$ cat src/design/stt_pkg.sv
// ----------------------------------------------------------------------------
// stt_pkg
// Shared types, codes and character helpers for the source text tokenizer.
// ----------------------------------------------------------------------------
package stt_pkg;

   // default width of the offset, row and column counters
   localparam int POSITION_BITS_DEFAULT = 16;

   // width of each reported position field
   localparam int FIELD_BITS = 16;
   localparam logic [FIELD_BITS-1:0] FIELD_MAX = '1;

   // result queue depth and the free space one transfer may need
   localparam int QUEUE_DEPTH = 4;
   localparam int MAX_RESULTS = 2;

   // character codes
   localparam logic [7:0] CHAR_TAB       = 8'h09;
   localparam logic [7:0] CHAR_NEWLINE   = 8'h0A;
   localparam logic [7:0] CHAR_SPACE     = 8'h20;
   localparam logic [7:0] CHAR_QUOTE     = 8'h22;
   localparam logic [7:0] CHAR_BACKSLASH = 8'h5C;
   localparam logic [7:0] CHAR_COMMA     = 8'h2C;
   localparam logic [7:0] CHAR_LPAREN    = 8'h28;
   localparam logic [7:0] CHAR_RPAREN    = 8'h29;
   localparam logic [7:0] CHAR_ASTERISK  = 8'h2A;
   localparam logic [7:0] CHAR_LCURLY    = 8'h7B;
   localparam logic [7:0] CHAR_RCURLY    = 8'h7D;
   localparam logic [7:0] CHAR_SEMICOLON = 8'h3B;
   localparam logic [7:0] CHAR_LSQUARE   = 8'h5B;
   localparam logic [7:0] CHAR_RSQUARE   = 8'h5D;
   localparam logic [7:0] CHAR_PLUS      = 8'h2B;

   // token kinds
   typedef enum logic [3:0] {
      KIND_IDENT      = 4'd0,
      KIND_NUMBER     = 4'd1,
      KIND_STRING     = 4'd2,
      KIND_COMMA      = 4'd3,
      KIND_LPAREN     = 4'd4,
      KIND_RPAREN     = 4'd5,
      KIND_ASTERISK   = 4'd6,
      KIND_LCURLY     = 4'd7,
      KIND_RCURLY     = 4'd8,
      KIND_SEMICOLON  = 4'd9,
      KIND_LSQUARE    = 4'd10,
      KIND_RSQUARE    = 4'd11,
      KIND_PLUS       = 4'd12,
      KIND_EOF        = 4'd13,
      KIND_BAD_BYTE   = 4'd14,
      KIND_UNFINISHED = 4'd15
   } kind_type;

   // scan modes
   typedef enum logic [4:0] {
      MODE_IDLE   = 5'b00001,
      MODE_IDENT  = 5'b00010,
      MODE_NUMBER = 5'b00100,
      MODE_STRING = 5'b01000,
      MODE_HALTED = 5'b10000
   } mode_type;

   // one result item
   typedef struct packed {
      kind_type              token_kind;
      logic [FIELD_BITS-1:0] start_offset;
      logic [FIELD_BITS-1:0] token_length;
      logic [FIELD_BITS-1:0] start_row;
      logic [FIELD_BITS-1:0] start_col;
      logic                  last_of_run;
   } result_type;

   // results produced by one transfer, in order
   typedef struct packed {
      logic [1:0] count;
      result_type first;
      result_type second;
   } push_type;

   function automatic logic is_letter(input logic [7:0] c);
      return c inside {[8'h41:8'h5A], [8'h61:8'h7A]};
   endfunction

   function automatic logic is_digit(input logic [7:0] c);
      return c inside {[8'h30:8'h39]};
   endfunction

   // punctuator kind, identifier kind when the byte is no punctuator
   function automatic kind_type punct_kind(input logic [7:0] c);
      kind_type k;
      case (c)
         CHAR_COMMA:     k = KIND_COMMA;
         CHAR_LPAREN:    k = KIND_LPAREN;
         CHAR_RPAREN:    k = KIND_RPAREN;
         CHAR_ASTERISK:  k = KIND_ASTERISK;
         CHAR_LCURLY:    k = KIND_LCURLY;
         CHAR_RCURLY:    k = KIND_RCURLY;
         CHAR_SEMICOLON: k = KIND_SEMICOLON;
         CHAR_LSQUARE:   k = KIND_LSQUARE;
         CHAR_RSQUARE:   k = KIND_RSQUARE;
         CHAR_PLUS:      k = KIND_PLUS;
         default:        k = KIND_IDENT;
      endcase
      return k;
   endfunction

endpackage

$ cat src/design/stt_req_if.sv
// ----------------------------------------------------------------------------
// stt_req_if
// Input channel: one source byte or end marker per transfer.
// ----------------------------------------------------------------------------
interface stt_req_if;
   logic       valid;
   logic       ready;
   logic [7:0] char_byte;
   logic       is_end;

   modport source (output valid, output char_byte, output is_end, input ready);
   modport sink (input valid, input char_byte, input is_end, output ready);
endinterface

$ cat src/design/stt_rsp_if.sv
// ----------------------------------------------------------------------------
// stt_rsp_if
// Result channel: one token per transfer.
// ----------------------------------------------------------------------------
interface stt_rsp_if;
   logic        valid;
   logic        ready;
   logic [3:0]  token_kind;
   logic [15:0] start_offset;
   logic [15:0] token_length;
   logic [15:0] start_row;
   logic [15:0] start_col;
   logic        last_of_run;

   modport source (output valid, output token_kind, output start_offset,
                   output token_length, output start_row, output start_col,
                   output last_of_run, input ready);
   modport sink (input valid, input token_kind, input start_offset,
                 input token_length, input start_row, input start_col,
                 input last_of_run, output ready);
endinterface

$ cat src/design/stt_scanner.sv
// ----------------------------------------------------------------------------
// stt_scanner
// Scan state and per-byte token logic; produces up to two results per
// accepted transfer.
// ----------------------------------------------------------------------------
module stt_scanner #(
   parameter int POSITION_BITS = stt_pkg::POSITION_BITS_DEFAULT
) (
   input  logic              clock,
   input  logic              reset,
   input  logic              accept,
   input  logic [7:0]        char_byte,
   input  logic              is_end,
   output stt_pkg::push_type push
);

   localparam int WIDE_BITS = (POSITION_BITS > stt_pkg::FIELD_BITS) ?
                              POSITION_BITS : stt_pkg::FIELD_BITS;
   localparam logic [POSITION_BITS-1:0] POS_ONE = POSITION_BITS'(1);

   stt_pkg::mode_type        mode_ff, mode_in;
   logic                     esc_ff, esc_in;
   logic [POSITION_BITS-1:0] pos_ff, pos_in;
   logic [POSITION_BITS-1:0] line_ff, line_in;
   logic [POSITION_BITS-1:0] col_ff, col_in;
   logic [POSITION_BITS-1:0] tpos_ff, tpos_in;
   logic [POSITION_BITS-1:0] tline_ff, tline_in;
   logic [POSITION_BITS-1:0] tcol_ff, tcol_in;

   function automatic logic [POSITION_BITS-1:0] sat_inc(
      input logic [POSITION_BITS-1:0] v);
      return (v == '1) ? v : v + POS_ONE;
   endfunction

   function automatic logic [stt_pkg::FIELD_BITS-1:0] clamp(
      input logic [POSITION_BITS-1:0] v);
      logic [WIDE_BITS-1:0] w;
      w = WIDE_BITS'(v);
      return (w > WIDE_BITS'(stt_pkg::FIELD_MAX)) ? stt_pkg::FIELD_MAX :
             w[stt_pkg::FIELD_BITS-1:0];
   endfunction

   function automatic stt_pkg::result_type make_result(
      input stt_pkg::kind_type k,
      input logic [POSITION_BITS-1:0] off,
      input logic [POSITION_BITS-1:0] len,
      input logic [POSITION_BITS-1:0] row,
      input logic [POSITION_BITS-1:0] col);
      stt_pkg::result_type r;
      r.token_kind   = k;
      r.start_offset = clamp(off);
      r.token_length = clamp(len);
      r.start_row    = clamp(row);
      r.start_col    = clamp(col);
      r.last_of_run  = 1'b0;
      return r;
   endfunction

   // next scan state and results for the byte under transfer
   always_comb begin
      stt_pkg::result_type rs [2];
      stt_pkg::kind_type   pk;
      logic [1:0]          n;
      logic                run_idle;
      logic                more;
      logic                closes;

      mode_in  = mode_ff;
      esc_in   = esc_ff;
      pos_in   = pos_ff;
      line_in  = line_ff;
      col_in   = col_ff;
      tpos_in  = tpos_ff;
      tline_in = tline_ff;
      tcol_in  = tcol_ff;
      rs[0]    = make_result(stt_pkg::KIND_EOF, '0, '0, '0, '0);
      rs[1]    = rs[0];
      n        = 2'd0;
      run_idle = 1'b0;
      more     = 1'b0;
      closes   = 1'b0;
      pk       = stt_pkg::punct_kind(char_byte);

      if (accept) begin
         if (is_end) begin
            // close any pending token, then back to reset state
            case (mode_ff)
               stt_pkg::MODE_IDENT, stt_pkg::MODE_NUMBER: begin
                  rs[0] = make_result((mode_ff == stt_pkg::MODE_IDENT) ?
                                      stt_pkg::KIND_IDENT : stt_pkg::KIND_NUMBER,
                                      tpos_ff, pos_ff - tpos_ff, tline_ff, tcol_ff);
                  rs[1] = make_result(stt_pkg::KIND_EOF, pos_ff, '0, line_ff, col_ff);
                  n = 2'd2;
               end
               stt_pkg::MODE_IDLE: begin
                  rs[0] = make_result(stt_pkg::KIND_EOF, pos_ff, '0, line_ff, col_ff);
                  n = 2'd1;
               end
               stt_pkg::MODE_STRING: begin
                  rs[0] = make_result(stt_pkg::KIND_UNFINISHED, tpos_ff, '0,
                                      tline_ff, tcol_ff);
                  n = 2'd1;
               end
               default: begin
                  n = 2'd0;
               end
            endcase
            mode_in  = stt_pkg::MODE_IDLE;
            esc_in   = 1'b0;
            pos_in   = '0;
            line_in  = POS_ONE;
            col_in   = POS_ONE;
            tpos_in  = '0;
            tline_in = POS_ONE;
            tcol_in  = POS_ONE;
         end else begin
            case (mode_ff)
               stt_pkg::MODE_IDLE: begin
                  run_idle = 1'b1;
               end
               stt_pkg::MODE_IDENT, stt_pkg::MODE_NUMBER: begin
                  more = stt_pkg::is_digit(char_byte) ||
                         (mode_ff == stt_pkg::MODE_IDENT && stt_pkg::is_letter(char_byte));
                  if (more) begin
                     pos_in = sat_inc(pos_ff);
                     col_in = sat_inc(col_ff);
                  end else begin
                     rs[0] = make_result((mode_ff == stt_pkg::MODE_IDENT) ?
                                         stt_pkg::KIND_IDENT : stt_pkg::KIND_NUMBER,
                                         tpos_ff, pos_ff - tpos_ff, tline_ff, tcol_ff);
                     n = 2'd1;
                     mode_in = stt_pkg::MODE_IDLE;
                     run_idle = 1'b1;
                  end
               end
               stt_pkg::MODE_STRING: begin
                  // closing quote counts in the lexeme
                  closes = (char_byte == stt_pkg::CHAR_QUOTE) && !esc_ff;
                  esc_in = (char_byte == stt_pkg::CHAR_BACKSLASH);
                  pos_in = sat_inc(pos_ff);
                  col_in = sat_inc(col_ff);
                  if (closes) begin
                     rs[0] = make_result(stt_pkg::KIND_STRING, tpos_ff,
                                         pos_in - tpos_ff, tline_ff, tcol_ff);
                     n = 2'd1;
                     mode_in = stt_pkg::MODE_IDLE;
                     esc_in = 1'b0;
                  end
               end
               default: begin
                  // halted: bytes ignored until the end marker
                  n = 2'd0;
               end
            endcase

            // byte seen between tokens
            if (run_idle) begin
               if (char_byte == stt_pkg::CHAR_SPACE || char_byte == stt_pkg::CHAR_TAB) begin
                  pos_in = sat_inc(pos_ff);
                  col_in = sat_inc(col_ff);
               end else if (char_byte == stt_pkg::CHAR_NEWLINE) begin
                  pos_in  = sat_inc(pos_ff);
                  line_in = sat_inc(line_ff);
                  col_in  = POS_ONE;
               end else if (pk != stt_pkg::KIND_IDENT) begin
                  rs[n[0]] = make_result(pk, pos_ff, POS_ONE, line_ff, col_ff);
                  n = n + 2'd1;
                  pos_in = sat_inc(pos_ff);
                  col_in = sat_inc(col_ff);
               end else if (char_byte == stt_pkg::CHAR_QUOTE ||
                            stt_pkg::is_letter(char_byte) ||
                            stt_pkg::is_digit(char_byte)) begin
                  tpos_in  = pos_ff;
                  tline_in = line_ff;
                  tcol_in  = col_ff;
                  esc_in   = 1'b0;
                  pos_in   = sat_inc(pos_ff);
                  col_in   = sat_inc(col_ff);
                  if (char_byte == stt_pkg::CHAR_QUOTE) begin
                     mode_in = stt_pkg::MODE_STRING;
                  end else if (stt_pkg::is_letter(char_byte)) begin
                     mode_in = stt_pkg::MODE_IDENT;
                  end else begin
                     mode_in = stt_pkg::MODE_NUMBER;
                  end
               end else begin
                  rs[n[0]] = make_result(stt_pkg::KIND_BAD_BYTE, pos_ff, '0,
                                         line_ff, col_ff);
                  n = n + 2'd1;
                  mode_in = stt_pkg::MODE_HALTED;
               end
            end
         end
      end

      // mark the final result of this transfer
      if (n == 2'd1) begin
         rs[0].last_of_run = 1'b1;
      end else if (n == 2'd2) begin
         rs[1].last_of_run = 1'b1;
      end

      push.count  = n;
      push.first  = rs[0];
      push.second = rs[1];
   end

   // scan state registers
   always_ff @(posedge clock) begin
      if (reset) begin
         mode_ff  <= stt_pkg::MODE_IDLE;
         esc_ff   <= 1'b0;
         pos_ff   <= '0;
         line_ff  <= POS_ONE;
         col_ff   <= POS_ONE;
         tpos_ff  <= '0;
         tline_ff <= POS_ONE;
         tcol_ff  <= POS_ONE;
      end else begin
         mode_ff  <= mode_in;
         esc_ff   <= esc_in;
         pos_ff   <= pos_in;
         line_ff  <= line_in;
         col_ff   <= col_in;
         tpos_ff  <= tpos_in;
         tline_ff <= tline_in;
         tcol_ff  <= tcol_in;
      end
   end

`ifndef SYNTHESIS
   // a token never starts beyond the current offset
   a_start_not_ahead: assert property (@(posedge clock) disable iff (reset)
      tpos_ff <= pos_ff)
      else $error("token start ahead of byte position");

   // with two results, only the second carries the run marker
   a_last_marks: assert property (@(posedge clock) disable iff (reset)
      (push.count == 2'd2) |-> (!push.first.last_of_run && push.second.last_of_run))
      else $error("run marker misplaced on two results");

   // an end marker always leaves the scanner at reset state
   a_end_resets: assert property (@(posedge clock) disable iff (reset)
      (accept && is_end) |=> (mode_ff == stt_pkg::MODE_IDLE && pos_ff == '0 &&
                              line_ff == POS_ONE && col_ff == POS_ONE))
      else $error("end marker did not restart the stream");
`endif

endmodule

$ cat src/design/stt_rsp_queue.sv
// ----------------------------------------------------------------------------
// stt_rsp_queue
// Small result queue: takes up to two results per cycle, hands out one per
// transfer, and throttles the input side by its free space.
// ----------------------------------------------------------------------------
module stt_rsp_queue (
   input  logic                clock,
   input  logic                reset,
   input  stt_pkg::push_type   push,
   output logic                in_ready,
   output logic                out_valid,
   input  logic                out_ready,
   output stt_pkg::result_type out_data
);

   localparam int PTR_BITS = $clog2(stt_pkg::QUEUE_DEPTH);
   localparam int CNT_BITS = $clog2(stt_pkg::QUEUE_DEPTH + 1);
   localparam logic [CNT_BITS-1:0] READY_LIMIT =
      CNT_BITS'(stt_pkg::QUEUE_DEPTH - stt_pkg::MAX_RESULTS);

   stt_pkg::result_type mem [stt_pkg::QUEUE_DEPTH];
   logic [PTR_BITS-1:0] wr_ff, wr_in;
   logic [PTR_BITS-1:0] rd_ff, rd_in;
   logic [CNT_BITS-1:0] count_ff, count_in;
   logic                pop;
   logic [PTR_BITS-1:0] wr_next;

   assign pop       = out_valid && out_ready;
   assign out_valid = (count_ff != '0);
   assign out_data  = mem[rd_ff];
   assign in_ready  = (count_ff <= READY_LIMIT);
   assign wr_next   = wr_ff + PTR_BITS'(1);

   // pointer and fill count update
   always_comb begin
      wr_in    = wr_ff + PTR_BITS'(push.count);
      rd_in    = pop ? rd_ff + PTR_BITS'(1) : rd_ff;
      count_in = count_ff + CNT_BITS'(push.count) - CNT_BITS'(pop);
   end

   always_ff @(posedge clock) begin
      if (reset) begin
         wr_ff    <= '0;
         rd_ff    <= '0;
         count_ff <= '0;
      end else begin
         wr_ff    <= wr_in;
         rd_ff    <= rd_in;
         count_ff <= count_in;
      end
   end

   // result storage
   always_ff @(posedge clock) begin
      if (push.count != 2'd0) begin
         mem[wr_ff] <= push.first;
      end
      if (push.count == 2'd2) begin
         mem[wr_next] <= push.second;
      end
   end

`ifndef SYNTHESIS
   // fill never exceeds the storage
   a_no_overflow: assert property (@(posedge clock) disable iff (reset)
      count_ff <= CNT_BITS'(stt_pkg::QUEUE_DEPTH))
      else $error("result queue overflow");

   // results only arrive while there is room for a full run
   a_push_with_room: assert property (@(posedge clock) disable iff (reset)
      (push.count != 2'd0) |-> (count_ff <= READY_LIMIT))
      else $error("results pushed without room");

   // a transfer out with nothing arriving drops the fill by one
   a_pop_drains: assert property (@(posedge clock) disable iff (reset)
      (pop && push.count == 2'd0) |=> (count_ff == $past(count_ff) - CNT_BITS'(1)))
      else $error("fill count out of step");
`endif

endmodule

$ cat src/design/source_text_tokenizer.sv
// ----------------------------------------------------------------------------
// source_text_tokenizer
// Streaming tokenizer: source bytes in, tokens with position out.
// ----------------------------------------------------------------------------
// Usage:
//   req_bus carries one source byte per transfer, or an end marker
//   (is_end high) that closes the stream and restarts all counters.
//   rsp_bus carries tokens: kind, start offset, length, row, column, and
//   last_of_run on the final token caused by one input transfer.
//   A byte produces zero, one or two tokens; an end marker up to two.
// Timing:
//   A token is registered in the result queue before it appears on rsp_bus.
//   One byte is taken every cycle while the 4-entry result queue holds at
//   most two tokens; a byte giving two tokens leaves the queue as two
//   transfers through the single result port draining the queue.
// Reset and stall:
//   Synchronous reset empties the queue and starts a fresh stream at
//   offset 0, row 1, column 1. When the receiver holds rsp_bus.ready low
//   the queue fills and req_bus.ready drops once fewer than two slots are
//   free; nothing is lost.
// ----------------------------------------------------------------------------
module source_text_tokenizer #(
   parameter int POSITION_BITS = stt_pkg::POSITION_BITS_DEFAULT
) (
   input logic        clock,
   input logic        reset,
   stt_req_if.sink    req_bus,
   stt_rsp_if.source  rsp_bus
);

   stt_pkg::push_type   push;
   stt_pkg::result_type head;
   logic                accept;

   assign accept = req_bus.valid && req_bus.ready;

   // byte scanning
   stt_scanner #(
      .POSITION_BITS (POSITION_BITS)
   ) u_scanner (
      .clock     (clock),
      .reset     (reset),
      .accept    (accept),
      .char_byte (req_bus.char_byte),
      .is_end    (req_bus.is_end),
      .push      (push)
   );

   // result buffering
   stt_rsp_queue u_queue (
      .clock     (clock),
      .reset     (reset),
      .push      (push),
      .in_ready  (req_bus.ready),
      .out_valid (rsp_bus.valid),
      .out_ready (rsp_bus.ready),
      .out_data  (head)
   );

   // result payload
   assign rsp_bus.token_kind   = head.token_kind;
   assign rsp_bus.start_offset = head.start_offset;
   assign rsp_bus.token_length = head.token_length;
   assign rsp_bus.start_row    = head.start_row;
   assign rsp_bus.start_col    = head.start_col;
   assign rsp_bus.last_of_run  = head.last_of_run;

endmodule
$ cat src/flat_wrapper.sv
// flat-port wrapper written by rule: the top's interface ports become plain ports
module source_text_tokenizer_flat 
#(
   parameter int POSITION_BITS = stt_pkg::POSITION_BITS_DEFAULT
)
  (clock, reset, req_bus_valid, req_bus_char_byte, req_bus_is_end, req_bus_ready, rsp_bus_valid, rsp_bus_token_kind, rsp_bus_start_offset, rsp_bus_token_length, rsp_bus_start_row, rsp_bus_start_col, rsp_bus_last_of_run, rsp_bus_ready);
  stt_req_if req_bus_i ();
  stt_rsp_if rsp_bus_i ();
  input logic clock;
  input logic reset;
  input wire logic [$bits(req_bus_i.valid)-1:0] req_bus_valid;
  input wire logic [$bits(req_bus_i.char_byte)-1:0] req_bus_char_byte;
  input wire logic [$bits(req_bus_i.is_end)-1:0] req_bus_is_end;
  output wire logic [$bits(req_bus_i.ready)-1:0] req_bus_ready;
  output wire logic [$bits(rsp_bus_i.valid)-1:0] rsp_bus_valid;
  output wire logic [$bits(rsp_bus_i.token_kind)-1:0] rsp_bus_token_kind;
  output wire logic [$bits(rsp_bus_i.start_offset)-1:0] rsp_bus_start_offset;
  output wire logic [$bits(rsp_bus_i.token_length)-1:0] rsp_bus_token_length;
  output wire logic [$bits(rsp_bus_i.start_row)-1:0] rsp_bus_start_row;
  output wire logic [$bits(rsp_bus_i.start_col)-1:0] rsp_bus_start_col;
  output wire logic [$bits(rsp_bus_i.last_of_run)-1:0] rsp_bus_last_of_run;
  input wire logic [$bits(rsp_bus_i.ready)-1:0] rsp_bus_ready;
  assign req_bus_i.valid = req_bus_valid;
  assign req_bus_i.char_byte = req_bus_char_byte;
  assign req_bus_i.is_end = req_bus_is_end;
  assign req_bus_ready = req_bus_i.ready;
  assign rsp_bus_valid = rsp_bus_i.valid;
  assign rsp_bus_token_kind = rsp_bus_i.token_kind;
  assign rsp_bus_start_offset = rsp_bus_i.start_offset;
  assign rsp_bus_token_length = rsp_bus_i.token_length;
  assign rsp_bus_start_row = rsp_bus_i.start_row;
  assign rsp_bus_start_col = rsp_bus_i.start_col;
  assign rsp_bus_last_of_run = rsp_bus_i.last_of_run;
  assign rsp_bus_i.ready = rsp_bus_ready;
  source_text_tokenizer #(.POSITION_BITS(POSITION_BITS)) u_core (.clock(clock), .reset(reset), .req_bus(req_bus_i), .rsp_bus(rsp_bus_i));
endmodule
$ cat config.mk
export PLATFORM = sky130hd
export DESIGN_NAME = source_text_tokenizer_flat
export DESIGN_NICKNAME = d
export VERILOG_FILES = /design/src/design/stt_pkg.sv /design/src/design/stt_req_if.sv /design/src/design/stt_rsp_if.sv /design/src/design/stt_scanner.sv /design/src/design/stt_rsp_queue.sv /design/src/design/source_text_tokenizer.sv /design/src/flat_wrapper.sv
export SDC_FILE = /design/constraint.sdc
export NUM_CORES = 1
export LEC_CHECK = 0
export ABC_CLOCK_PERIOD_IN_PS = 14500
export CAP_MARGIN = 0
export CORE_MARGIN = 1.5
export CORE_UTILIZATION = 60
export CTS_CLUSTER_DIAMETER = 100
export DETAILED_ROUTE_END_ITERATION = 8
export DONT_BUFFER_PORTS = 1
export HOLD_SLACK_MARGIN = 0.02
export MAX_ROUTING_LAYER = met4
export PLACE_DENSITY = 0.75
export SETUP_SLACK_MARGIN = 0.02
export SYNTH_ARGS = -nofsm -noshare
export SYNTH_HDL_FRONTEND = slang
export SYNTH_SLANG_ARGS = --single-unit
$ cat constraint.sdc
create_clock -name clock -period 14.5 [get_ports clock]
set_clock_uncertainty 0.2 [all_clocks]
set_input_delay 4.35 -clock clock [delete_from_list [all_inputs] [get_ports clock]]
set_output_delay 4.35 -clock clock [all_outputs]
set_load 0.05 [all_outputs]
# Word-level counts from Yosys, hierarchy flattened
# Memories as Yosys holds them, arrays and structs flattened. A register that Yosys moved wholly into a read port is not among the register bits.
# Cells that the tools add are included.
[op_classes]
add_sub_neg = 11
order_cmp = 17
n_eq_ne = 28
mux = 114
bitwise_logic = 1
reduce_logical = 24
[ops]
columns = ["cell", "count"]
rows = [
  ["two-way mux 138 bit", 7],
  ["two-way mux 16 bit", 47],
  ["two-way mux 69 bit", 5],
  ["bitwise mux 138 bit", 2],
  ["case mux 69 bit (3 select lines)", 1],
  ["case mux 69 bit (2 select lines)", 1],
  ["> comparator 16 bit, second input constant", 8],
  ["demux 69 bit (select 1 bit)", 1],
  ["two-way mux 65 bit", 1],
  ["equality test 8 x 6 -> 1 bit, second input constant", 8],
  ["case mux 16 bit (2 select lines)", 2],
  ["adder 16 x 1 -> 16 bit, second input constant", 3],
  ["equality test 16 bit, second input constant", 3],
  ["equality test 8 x 7 -> 1 bit, second input constant", 5],
  ["two-way mux 5 bit", 8],
  ["case mux 4 bit (10 select lines)", 1],
  ["subtractor 16 bit", 2],
  ["two-way mux 2 bit", 11],
  ["two-way mux 1 bit", 21],
  ["equality test 8 x 4 -> 1 bit, second input constant", 2],
  [">= comparator 8 x 7 -> 1 bit, second input constant", 2],
  ["<= comparator 8 x 7 -> 1 bit, second input constant", 2],
  ["case mux 5 bit (2 select lines)", 1],
  ["nonzero test 2 bit", 5],
  ["29 further kinds", 46],
]
[word_totals]
ff_bits = 109
ramBits = 276
inputBits = 13
out_inout_bits = 71
wordCells = 207
mem_count = 1
[mem_list]
columns = ["name", "depth", "width", "read_ports", "rd_clocked_by_memory_dff", "wr", "line_no", "rtl"]
rows = [
  ["u_core.u_queue.mem", 4, 69, 1, 1, 2, "stt_rsp_queue.sv:21", "stt_pkg::result_type mem [stt_pkg::QUEUE_DEPTH];"],
]

# Logic depth before layout (Yosys ltp)
# Gate-level depths: netlist (run 1).
[logic_depth]
word_depth = 24
ltp_mapped = 19
depth_no_buf = 17

# Cells and area by module
# Synthesis (run 1) repeated with hierarchy kept, for this count alone.
[unflattened]
cells_unflattened = 1813
area_unflattened_um2 = 22186.3
[by_module_without_submodules]
columns = ["mod", "n_inst", "cells_each", "area_per_inst_um2", "seq_area_each_um2"]
rows = [
  ["stt_rsp_queue", 1, 718, 13784.5, 8468.1],
  ["stt_scanner", 1, 1094, 8395.6, 2042.0],
  ["source_text_tokenizer", 1, 1, 6.3, 0.0],
]

# Least setup slack after synthesis (run 1)
# OpenSTA, ideal clock, no wires.
[synth_path]
path_type = "input to register"
startpoint = "input port req_bus_char_byte[5]"
endpoint = "memory u_core.u_queue.mem[0][0] in the netlist's numbering, enable pin"
setup_ns = 0.598
arrival_ns = 12.150
required_ns = 13.702
setup_slack_ns = 1.552
cell_stages = 13
path_buffers = 3
cell_sequence = "buf_2 -> or4b_4 -> or3b_4 -> nor3_1 -> nor2_1 -> inv_1 -> buf_2 -> buf_1 -> ha_1 -> or3_1 -> a31oi_4 -> nor2b_1 -> o31ai_1"
[synth_rtl]
columns = ["element", "line_no", "rtl"]
rows = [
  ["from (decl)", "flat_wrapper.sv:12", "input wire logic [$bits(req_bus_i.char_byte)-1:0] req_bus_char_byte;"],
  ["to (decl)", "stt_rsp_queue.sv:21", ""],
]

==> impl_metrics.ini, run 1 <==
[setup_path]
slowest_delay_ns = 0.62
cp.required_ns = 14.59
worst_ep_arrival_time_ns = 9.00
path_cells = or4b_4 -> or3b_4 -> nor3_1 -> nor2_1 -> inv_1 -> buf_4 -> ha_1 -> nand3_1 -> nand4_4 -> a2111oi_4 -> buf_4 -> buf_4 -> o21ai_0
worst-path-buf-inv = 4
path_delay_family = buffers and inverters
critPathMaxFanout = 64
worstSetupPathType = in2reg
crit_path_frequent_cell = buf_4
endpoint_kind = register
reg2reg_slack_ns = 8.78
cp_slowest_cell = buf_4
start_kind = input pin

[power]
ir_worst_vdd_mv = 0.108
power.density_nw_per_um2 = 149
power_mw = 3.35
p_leak_nw = 7.40

[clocking]
clkTransAtPathRegs_ns = 0.06
htreeDepth = 2
ctsHoldBuffers = 0
clockBufferDepth = 3
post_cts_resized = 0
clk_latency_ns = 0.57
cts_sinks = 387
postCtsSetupRepairBufs = 0
cts_root_buf = clkbuf_16
cts_tree = yes
cts_buffers = 41

[cells_and_area]
fillCellCount = 2648
drive_gt1_share_pct = 10.5
diodes = 0
nets = 1938
area_delta_synth_final_pct = 5.69
final_util_pct = 64.7

[routing]
drt_first_iter_violations = 1868
via_per_inst = 7.06
post_drt_wl_per_cell_um = 24.1
vias = 16700
ant_nets = 0
drc_errors = 0
wl_mm = 57.1
first_pass_iters = 5

[grt]
track_usage_pct = 32.6
grt_pass1_vias = 15900
grt_first_pass_wirelength_mm = 89.9
grt_max_degree = 90
grt_overflow = 0
grt_antenna_before_repair = 0

[logic_synthesis]
synth.most_common_cell = edfxtp_1
synth_ff_type = edfxtp_1
synth_area_leaders = edfxtp_1 39%, dfxtp_1 10%, mux4_2 7.3%, nand3_1 5.3%, o21ai_0 4.8%
yosysTopAreaCellShare_pct = 38.9
syn_inst = 2014
synth_cell_types = 80
synth.net_count = 2069
yosysTopAreaCell = edfxtp_1
synth-edff-count = 276
yosys_warnings = 0
ys_ff_latch = 387
synthArstFlopShare_pct = 0
synthTopCellsByCount = 276 x edfxtp_1, 224 x nand3_1, 204 x o21ai_0
syn-cell-area_um2 = 21300
synth.avg_cell_area_um2 = 10.6
synth-seq-area-share_pct = 49.3

[floorplanning]
ios = 84
initial_core_util_pct = 61.3
fp.dieH_um = 191
die_w_um = 191
dieArea_um2 = 36700
placementRows = 68
core_area_um2 = 34800

[timing]
rsz0062_at_grt = no
min_period_ns = 8.90
worst_slew_margin_rel_pct = 18.7
finalCritPeriodShare_pct = 61.4
fin_tns_setup_ns = 0
final-hold-violation-count = 0
clock.fmax_mhz = 112
setup_violations = 0
tightest_slew_ns = 1.22
drv_slew = 0

[outcome]
status = finished, final reports clean

[run]
cap_violations = 0

[min_path]
min_path_type = reg2reg

[placed_design]
gp_congestion = 0.932
hpwl_mm = 34.9
port_buffers = 0
==> sequential cells by signal, indices dropped and copies added (netlist names), named ones only <==
signal and count:
u_core.u_scanner.line_ff 16, u_core.u_scanner.tline_ff 16, u_core.u_queue.mem 276, u_core.u_queue.wr_ff 2, u_core.u_scanner.mode_ff 5, u_core.u_scanner.pos_ff 16, u_core.u_scanner.col_ff 16, u_core.u_queue.rd_ff 2
u_core.u_queue.count_ff 3, u_core.u_scanner.esc_ff 1, u_core.u_scanner.tpos_ff 16, u_core.u_scanner.tcol_ff 16
==> per-layer routing <==
metal	track usage, %	vias up	share of wire [%]
met5	-	-	0
met4	11.4	0	2.7
met3	5.43	122	9.8
met2	50.6	913	47
met1	43.5	8167	40
li1	-	7512	-
==> final timing paths <==
check,startpoint,endpoint,cells past startpoint
max,req_bus_char_byte[4],u_core.u_queue.mem[2][11],13
min,u_core.u_scanner.tcol_ff[1],u_core.u_scanner.tcol_ff[1],2
max reg2reg,u_core.u_scanner.pos_ff[6],u_core.u_queue.mem[0][47],16
min reg2reg,u_core.u_scanner.tcol_ff[1],u_core.u_scanner.tcol_ff[1],2
==> metrics by stage <==
stage          instance area (um2)  hold WS, ns  instances  setup slack [ns]
5_1_grt                      22500        0.314       2369              5.32
2_1_floorplan                21300        0.260       2014              1.55
3_3_place_gp                 21300        0.266       2295              5.21
3_5_place_dp                 21300        0.274       2295              5.09
6_report                     22500        0.296       2369              5.60
4_1_cts                      22500        0.283       2369              5.69
==> cell families (layout without fill, tap and decap cells) <==
| kind of cell | count (synthesis) | count (layout) | synth area share, % |
|---|---|---|---|
| fa+ha+maj | 42 | 42 | 2.57 |
| compound gates | 566 | 566 | 18.0 |
| simple gates | 630 | 630 | 14.9 |
| xor+xnor | 55 | 55 | 2.26 |
| mux | 84 | 84 | 8.02 |
| flops | 387 | 387 | 49.3 |
| buf+inv | 250 | 150 | 4.90 |
==> cells in the final DEF (no fill, tap or decap), types with 8 or more instances in the layout <==
master / count
o21a_1: 8
inv_1: 37
a21o_1: 12
xor2_1: 20
nand4_1: 19
buf_4: 35
mux4_2: 69
ha_1: 39
a22oi_1: 14
nand3_1: 224
nor2_1: 145
or3_1: 59
o21ai_1: 35
a22o_1: 55
a21oi_1: 63
clkbuf_1: 16
nand2_1: 65
o211ai_1: 8
xnor2_1: 35
mux2i_1: 10
a221oi_1: 97
nor2b_1: 18
nor3_1: 28
and3_1: 11
nor4_1: 9
edfxtp_1: 276
clkbuf_16: 41
nand2b_1: 10
dfxtp_1: 109
o21ai_0: 204
==> worst min-delay path, stage by stage, from the launching register on <==
cell,delay (ns)
dfxtp_1,0.33
nand3_1,0.07
a21oi_1,0.06
==> layout make-up <==
class	instances	area (um2)	share of cell area (%)
flip-flops and latches	387	10500	46.7
clock buffers	58	1100	4.88
inverters	41	154	0.683
multi-input cells	1377	9840	43.7
well taps	455	569	2.53
clock inverters	16	92.6	0.411
repair buffers	35	263	1.17
==> power by group <==
part | internal [mW] | switching, mW
Sequential | 1.33 | 0.0694
Clock | 0.531 | 0.441
Combinational | 0.245 | 0.734
Total | 2.11 | 1.24
No activity file was read; power rests on OpenSTA's default activity.
==> inputs of run 2 (changes only) <==
ABC_CLOCK_PERIOD_IN_PS = 8029   (was 14500)
CORE_UTILIZATION = 58   (was 60)
clock period = 8.03 ns   (was 14.5 ns; I/O delays follow)
==> run 2 against run 1 <==
Effect of this change:
- register-to-register slack worse by 6.3 ns
- worst setup slack worse by 4.1 ns
- core utilization is 2.1 points lower
- hold slack worse by 0.0048 ns
- largest cell class unchanged
- highest routed layer unchanged
==> impl_metrics.ini, run 2 (synthesis gave the netlist of run 1 again) <==
[setup_path]
ff2ff_path_depth = 16
timing.rr.start = u_core.u_scanner.pos_ff[6]
worst_r2r_endpoint = u_core.u_queue.mem[1][47]
critPathMaxFanout = 65
cp.required_ns = 8.11
start_kind = input pin
worstSetupPathType = in2reg
endpoint_kind = register
worst_ep_arrival_time_ns = 6.59
reg2reg_slack_ns = 2.52

[routing]
post_drt_wl_per_cell_um = 24.5
drt_first_iter_violations = 1942
ant_nets = 0
via_per_inst = 7.08
drc_errors = 0
wl_mm = 58.4
first_pass_iters = 6
vias = 16800

[cells_and_area]
area_delta_synth_final_pct = 7.00
drive_gt1_share_pct = 10.6
nets = 1935
final_util_pct = 62.6
multi_input_area_um2 = 9860
layout_common_cells = 276 x edfxtp_1, 224 x nand3_1, 204 x o21ai_0, 145 x nor2_1, 109 x dfxtp_1
diodes = 0
largest_reg_flops = 276
layout.cells.non_filler = 2380
seqCellArea_um2 = 10500
final_common_cell = edfxtp_1
fillCellCount = 2851
top_register = u_core.u_queue.mem

[min_path]
min_delay_path_depth = 2
min_to = u_core.u_scanner.tcol_ff[1]
hold_start = u_core.u_scanner.tcol_ff[1]
min_path_type = reg2reg

[timing]
drv_slew = 0
setup_violations = 0
min_period_ns = 6.50
tightest_slew_ns = 1.26
fin_hold_ws_ns = 0.291
finalCritPeriodShare_pct = 81.0
final-hold-violation-count = 0
fin_tns_setup_ns = 0
clock.fmax_mhz = 154
worst_slew_margin_rel_pct = 15.6
rsz0062_at_grt = no

[floorplanning]
initial_core_util_pct = 58.5
fp.dieH_um = 195
die_w_um = 195
core_area_um2 = 36400
ios = 84
placementRows = 70
dieArea_um2 = 37900

[placed_design]
port_buffers = 0
gp_congestion = 0.900
hpwl_mm = 34.6
dp_cells = 2306

[grt]
track_usage_pct = 32.2
grt_antenna_before_repair = 0
grt_pass1_vias = 16500
grt_max_degree = 90
grt_first_pass_wirelength_mm = 93.3
grt_overflow = 0

[clocking]
postCtsSetupRepairBufs = 0
post_cts_resized = 0
ctsHoldBuffers = 0
clkTransAtPathRegs_ns = 0.07
cts_root_buf = clkbuf_16
clk_latency_ns = 0.57
htreeDepth = 2
clockBufferDepth = 3
cts_tree = yes
cts_buffers = 40
cts_sinks = 387

[run]
cap_violations = 0

[outcome]
status = finished, final reports clean

[power]
p_leak_nw = 7.51
power_mw = 6.26
power.density_nw_per_um2 = 274
ir_worst_vdd_mv = 0.144
[run 2: changes by cell type in the layout (fill, tap and decap cells not counted), sizes merged]
cell / before / now
clkbuf: 58 / 56
buf: 35 / 33
bufinv: 0 / 4
clkinv: 11 / 14
clkinvlp: 3 / 0
inv: 43 / 41
[run 2: final cells by class]
class	count	area share [%]
Clock inverter	18	0.861
Clock buffer	56	4.97
Timing Repair Buffer	33	1.58
Inverter	41	0.675
Tap cell	468	2.57
Multi-Input combinational cell	1377	43.2
Sequential cell	387	46.1
[run 2: worst max path at each step]
stage / start / endpoint / cells after the start
2_1_floorplan: req_bus_char_byte[5] / u_core.u_queue.mem[0][0] / 13
3_3_place_gp: req_bus_char_byte[4] / u_core.u_queue.mem[2][18] / 11
3_5_place_dp: req_bus_char_byte[4] / u_core.u_queue.mem[2][55] / 11
4_1_cts: req_bus_char_byte[4] / u_core.u_queue.mem[2][55] / 11
5_1_grt: req_bus_char_byte[4] / u_core.u_queue.mem[2][25] / 11
6_report: req_bus_char_byte[4] / u_core.u_queue.mem[2][55] / 11
[run 2: power by group]
group          switching (mW)  internal [mW]
Sequential              0.155           2.41
Combinational            1.33          0.454
Clock                   0.793           1.12
[run 2: metrics by stage]
| stage | cell area (um2) | setup WS [ns] |
|---|---|---|
| floorplan | 21300 | -0.838 |
| global placement | 21500 | 1.21 |
| detailed placement | 21500 | 1.07 |
| CTS | 22800 | 1.65 |
| global route | 22800 | 1.27 |
| finish | 22800 | 1.53 |
[run 2: metal layers]
layer	GRT usage, %	vias up	part of all wire [%]
li1	-	7511	-
met4	9.87	0	2.3
met3	6.72	117	10
met2	49.1	922	46
met1	43.4	8295	41
met5	-	-	0
[run 2: critical path: stages]
cell       delay (ns)
or4b_4           0.56
or3b_4           0.43
nand3_1          0.36
inv_1            0.24
ha_1             0.35
nand3_1          0.14
nand4_4          0.21
a2111oi_4        0.43
buf_4            0.67
buf_4            0.57
o21ai_0          0.16
==> inputs of run 3 (changes only) <==
ABC_CLOCK_PERIOD_IN_PS = 6450   (was 8029)
CORE_UTILIZATION = 60   (was 58)
clock period = 6.45 ns   (was 8.03 ns; I/O delays follow)
==> run 3 against run 2 <==
Effect of this change:
- count of clock-buffer cells in the layout rose by 2
- largest power group unchanged
- via count up 0.67%
- critical path depth is 5 higher
- power is 26% higher
- die area is 3.3% lower
- worst setup slack worse by 0.67 ns
- routed wire length up 0.87%
- critical path type is now reg2reg
- register-to-register slack worse by 1.7 ns
==> impl_metrics.ini, run 3 (synthesis gave the netlist of run 1 again) <==
[cells_and_area]
diodes = 0
layout_common_cells = 276 x edfxtp_1, 223 x nand3_1, 204 x o21ai_0, 144 x nor2_1, 109 x dfxtp_1
largest_reg_flops = 276
final_common_cell = edfxtp_1
multi_input_area_um2 = 9910
drive_gt1_share_pct = 12.1
fillCellCount = 2627
top_register = u_core.u_queue.mem
area_delta_synth_final_pct = 8.25
layout.cells.non_filler = 2384
seqCellArea_um2 = 10500
nets = 1952

[clocking]
clkTransAtPathRegs_ns = 0.06
cts_sinks = 387
post_cts_resized = 0
clockBufferDepth = 3
ctsHoldBuffers = 0
cts_buffers = 41
postCtsSetupRepairBufs = 0
cts_tree = yes
clk_latency_ns = 0.56
htreeDepth = 2
cts_root_buf = clkbuf_16

[floorplanning]
initial_core_util_pct = 61.3
placementRows = 68
fp.dieH_um = 191
ios = 84
dieArea_um2 = 36700
die_w_um = 191
core_area_um2 = 34800

[setup_path]
reg2reg_slack_ns = 0.86
endpoint_kind = register
critPathCapture = u_core.u_queue.mem[1][48]
timing.rr.start = u_core.u_scanner.pos_ff[6]
cp.required_ns = 6.54
start_kind = register
cp_slowest_cell = dfxtp_1
worst_r2r_endpoint = u_core.u_queue.mem[1][48]
critPathMaxFanout = 15
ff2ff_path_depth = 16
critPathLaunch = u_core.u_scanner.pos_ff[6]
worst_ep_arrival_time_ns = 5.68
path_cells = nand4_1 -> nor4_1 -> nand2b_1 -> nand4_1 -> nor2_1 -> and4_1 -> xor2_1 -> ha_1 -> a21oi_1 -> o21ai_0 -> nor3_1 -> a21oi_1 -> a221oi_1 -> xnor2_1 -> a22oi_1 -> nor2_1
worstSetupPathType = reg2reg
slowest_delay_ns = 0.72

[routing]
ant_nets = 0
via_per_inst = 7.11
first_pass_iters = 6
drc_errors = 0
wl_mm = 58.9
post_drt_wl_per_cell_um = 24.7
drt_first_iter_violations = 2232
vias = 17000

[timing]
setup_slack_ns = 0.861
worst_slew_margin_rel_pct = 19.5
final-hold-violation-count = 0
drv_slew = 0
rsz0062_at_grt = no
tightest_slew_ns = 1.21
min_period_ns = 5.59
clock.fmax_mhz = 179
finalCritPeriodShare_pct = 86.7
setup_violations = 0

[grt]
grt_overflow = 0
track_usage_pct = 33.5
grt_pass1_vias = 16200
grt_antenna_before_repair = 0
grt_max_degree = 103
grt_first_pass_wirelength_mm = 92.3

[placed_design]
dp_cells = 2309
gp_congestion = 0.987
port_buffers = 0
post-place-ws_ns = 0.412
hpwl_mm = 35.6

[power]
power.density_nw_per_um2 = 342
p_leak_nw = 7.65
ir_worst_vdd_mv = 0.305

[outcome]
status = finished, final reports clean

[run]
cap_violations = 0

[min_path]
min_path_type = reg2reg
[run 3: layer usage]
| metal | routed length (um) | vias to the layer above | global-route usage, % |
|---|---|---|---|
| met4 | 1510 | 0 | 10.5 |
| met2 | 27000 | 996 | 50.4 |
| met1 | 24200 | 8283 | 46.2 |
| li1 | - | 7551 | - |
| met3 | 6220 | 128 | 6.33 |
| met5 | 0 | - | - |
[run 3: worst max-delay path: cells and delay by family, from the launching register on]
| family | cells | cell delay (ns) |
|---|---|---|
| simple gates | 8 | 2.51 |
| compound gates | 5 | 1.24 |
| flops | 1 | 0.72 |
| fa+ha+maj | 1 | 0.36 |
| xor+xnor | 2 | 0.28 |
[run 3: how the worst min path moves through the flow]
stage / start / endpoint / slack (ns) / cells after the start
after floorplan: u_core.u_scanner.mode_ff[2] / u_core.u_scanner.mode_ff[2] / 0.26 / 2
after global placement: u_core.u_scanner.tcol_ff[1] / u_core.u_scanner.tcol_ff[1] / 0.27 / 2
after detailed placement: u_core.u_scanner.tcol_ff[1] / u_core.u_scanner.tcol_ff[1] / 0.28 / 2
after CTS: u_core.u_scanner.tcol_ff[1] / u_core.u_scanner.tcol_ff[1] / 0.29 / 2
after global routing: u_core.u_scanner.tcol_ff[1] / u_core.u_scanner.tcol_ff[1] / 0.32 / 2
final: u_core.u_scanner.tcol_ff[1] / u_core.u_scanner.tcol_ff[1] / 0.30 / 2
[run 3: final cells by class]
cell class,instances,area share (%)
timing repair buffer,49,2.24
clock inverter,17,1.03
multi-input combinational,1377,42.9
clock buffer,58,5.08
tap,455,2.47
sequential,387,45.6
inverter,41,0.667
[run 3: metrics by stage]
step	instance area (um2)	total power, mW	hold WS [ns]	TNS, ns	util [%]
after floorplan	21400	5.01	0.260	-26.23	-
after global placement	21700	5.45	0.266	0	62.3
after detailed placement	21700	5.49	0.281	0	62.3
after CTS	23100	7.93	0.290	0	66.3
after global routing	23100	8.15	0.320	0	66.3
final	23100	7.90	0.299	0	66.3
[run 3: power by group]
part / leakage (nW) / total [mW] / internal [mW] / switching (mW)
combinational: 3.43 / 2.24 / 0.585 / 1.66
clock: 0.691 / 2.47 / 1.48 / 0.993
sequential: 3.52 / 3.19 / 3.00 / 0.189
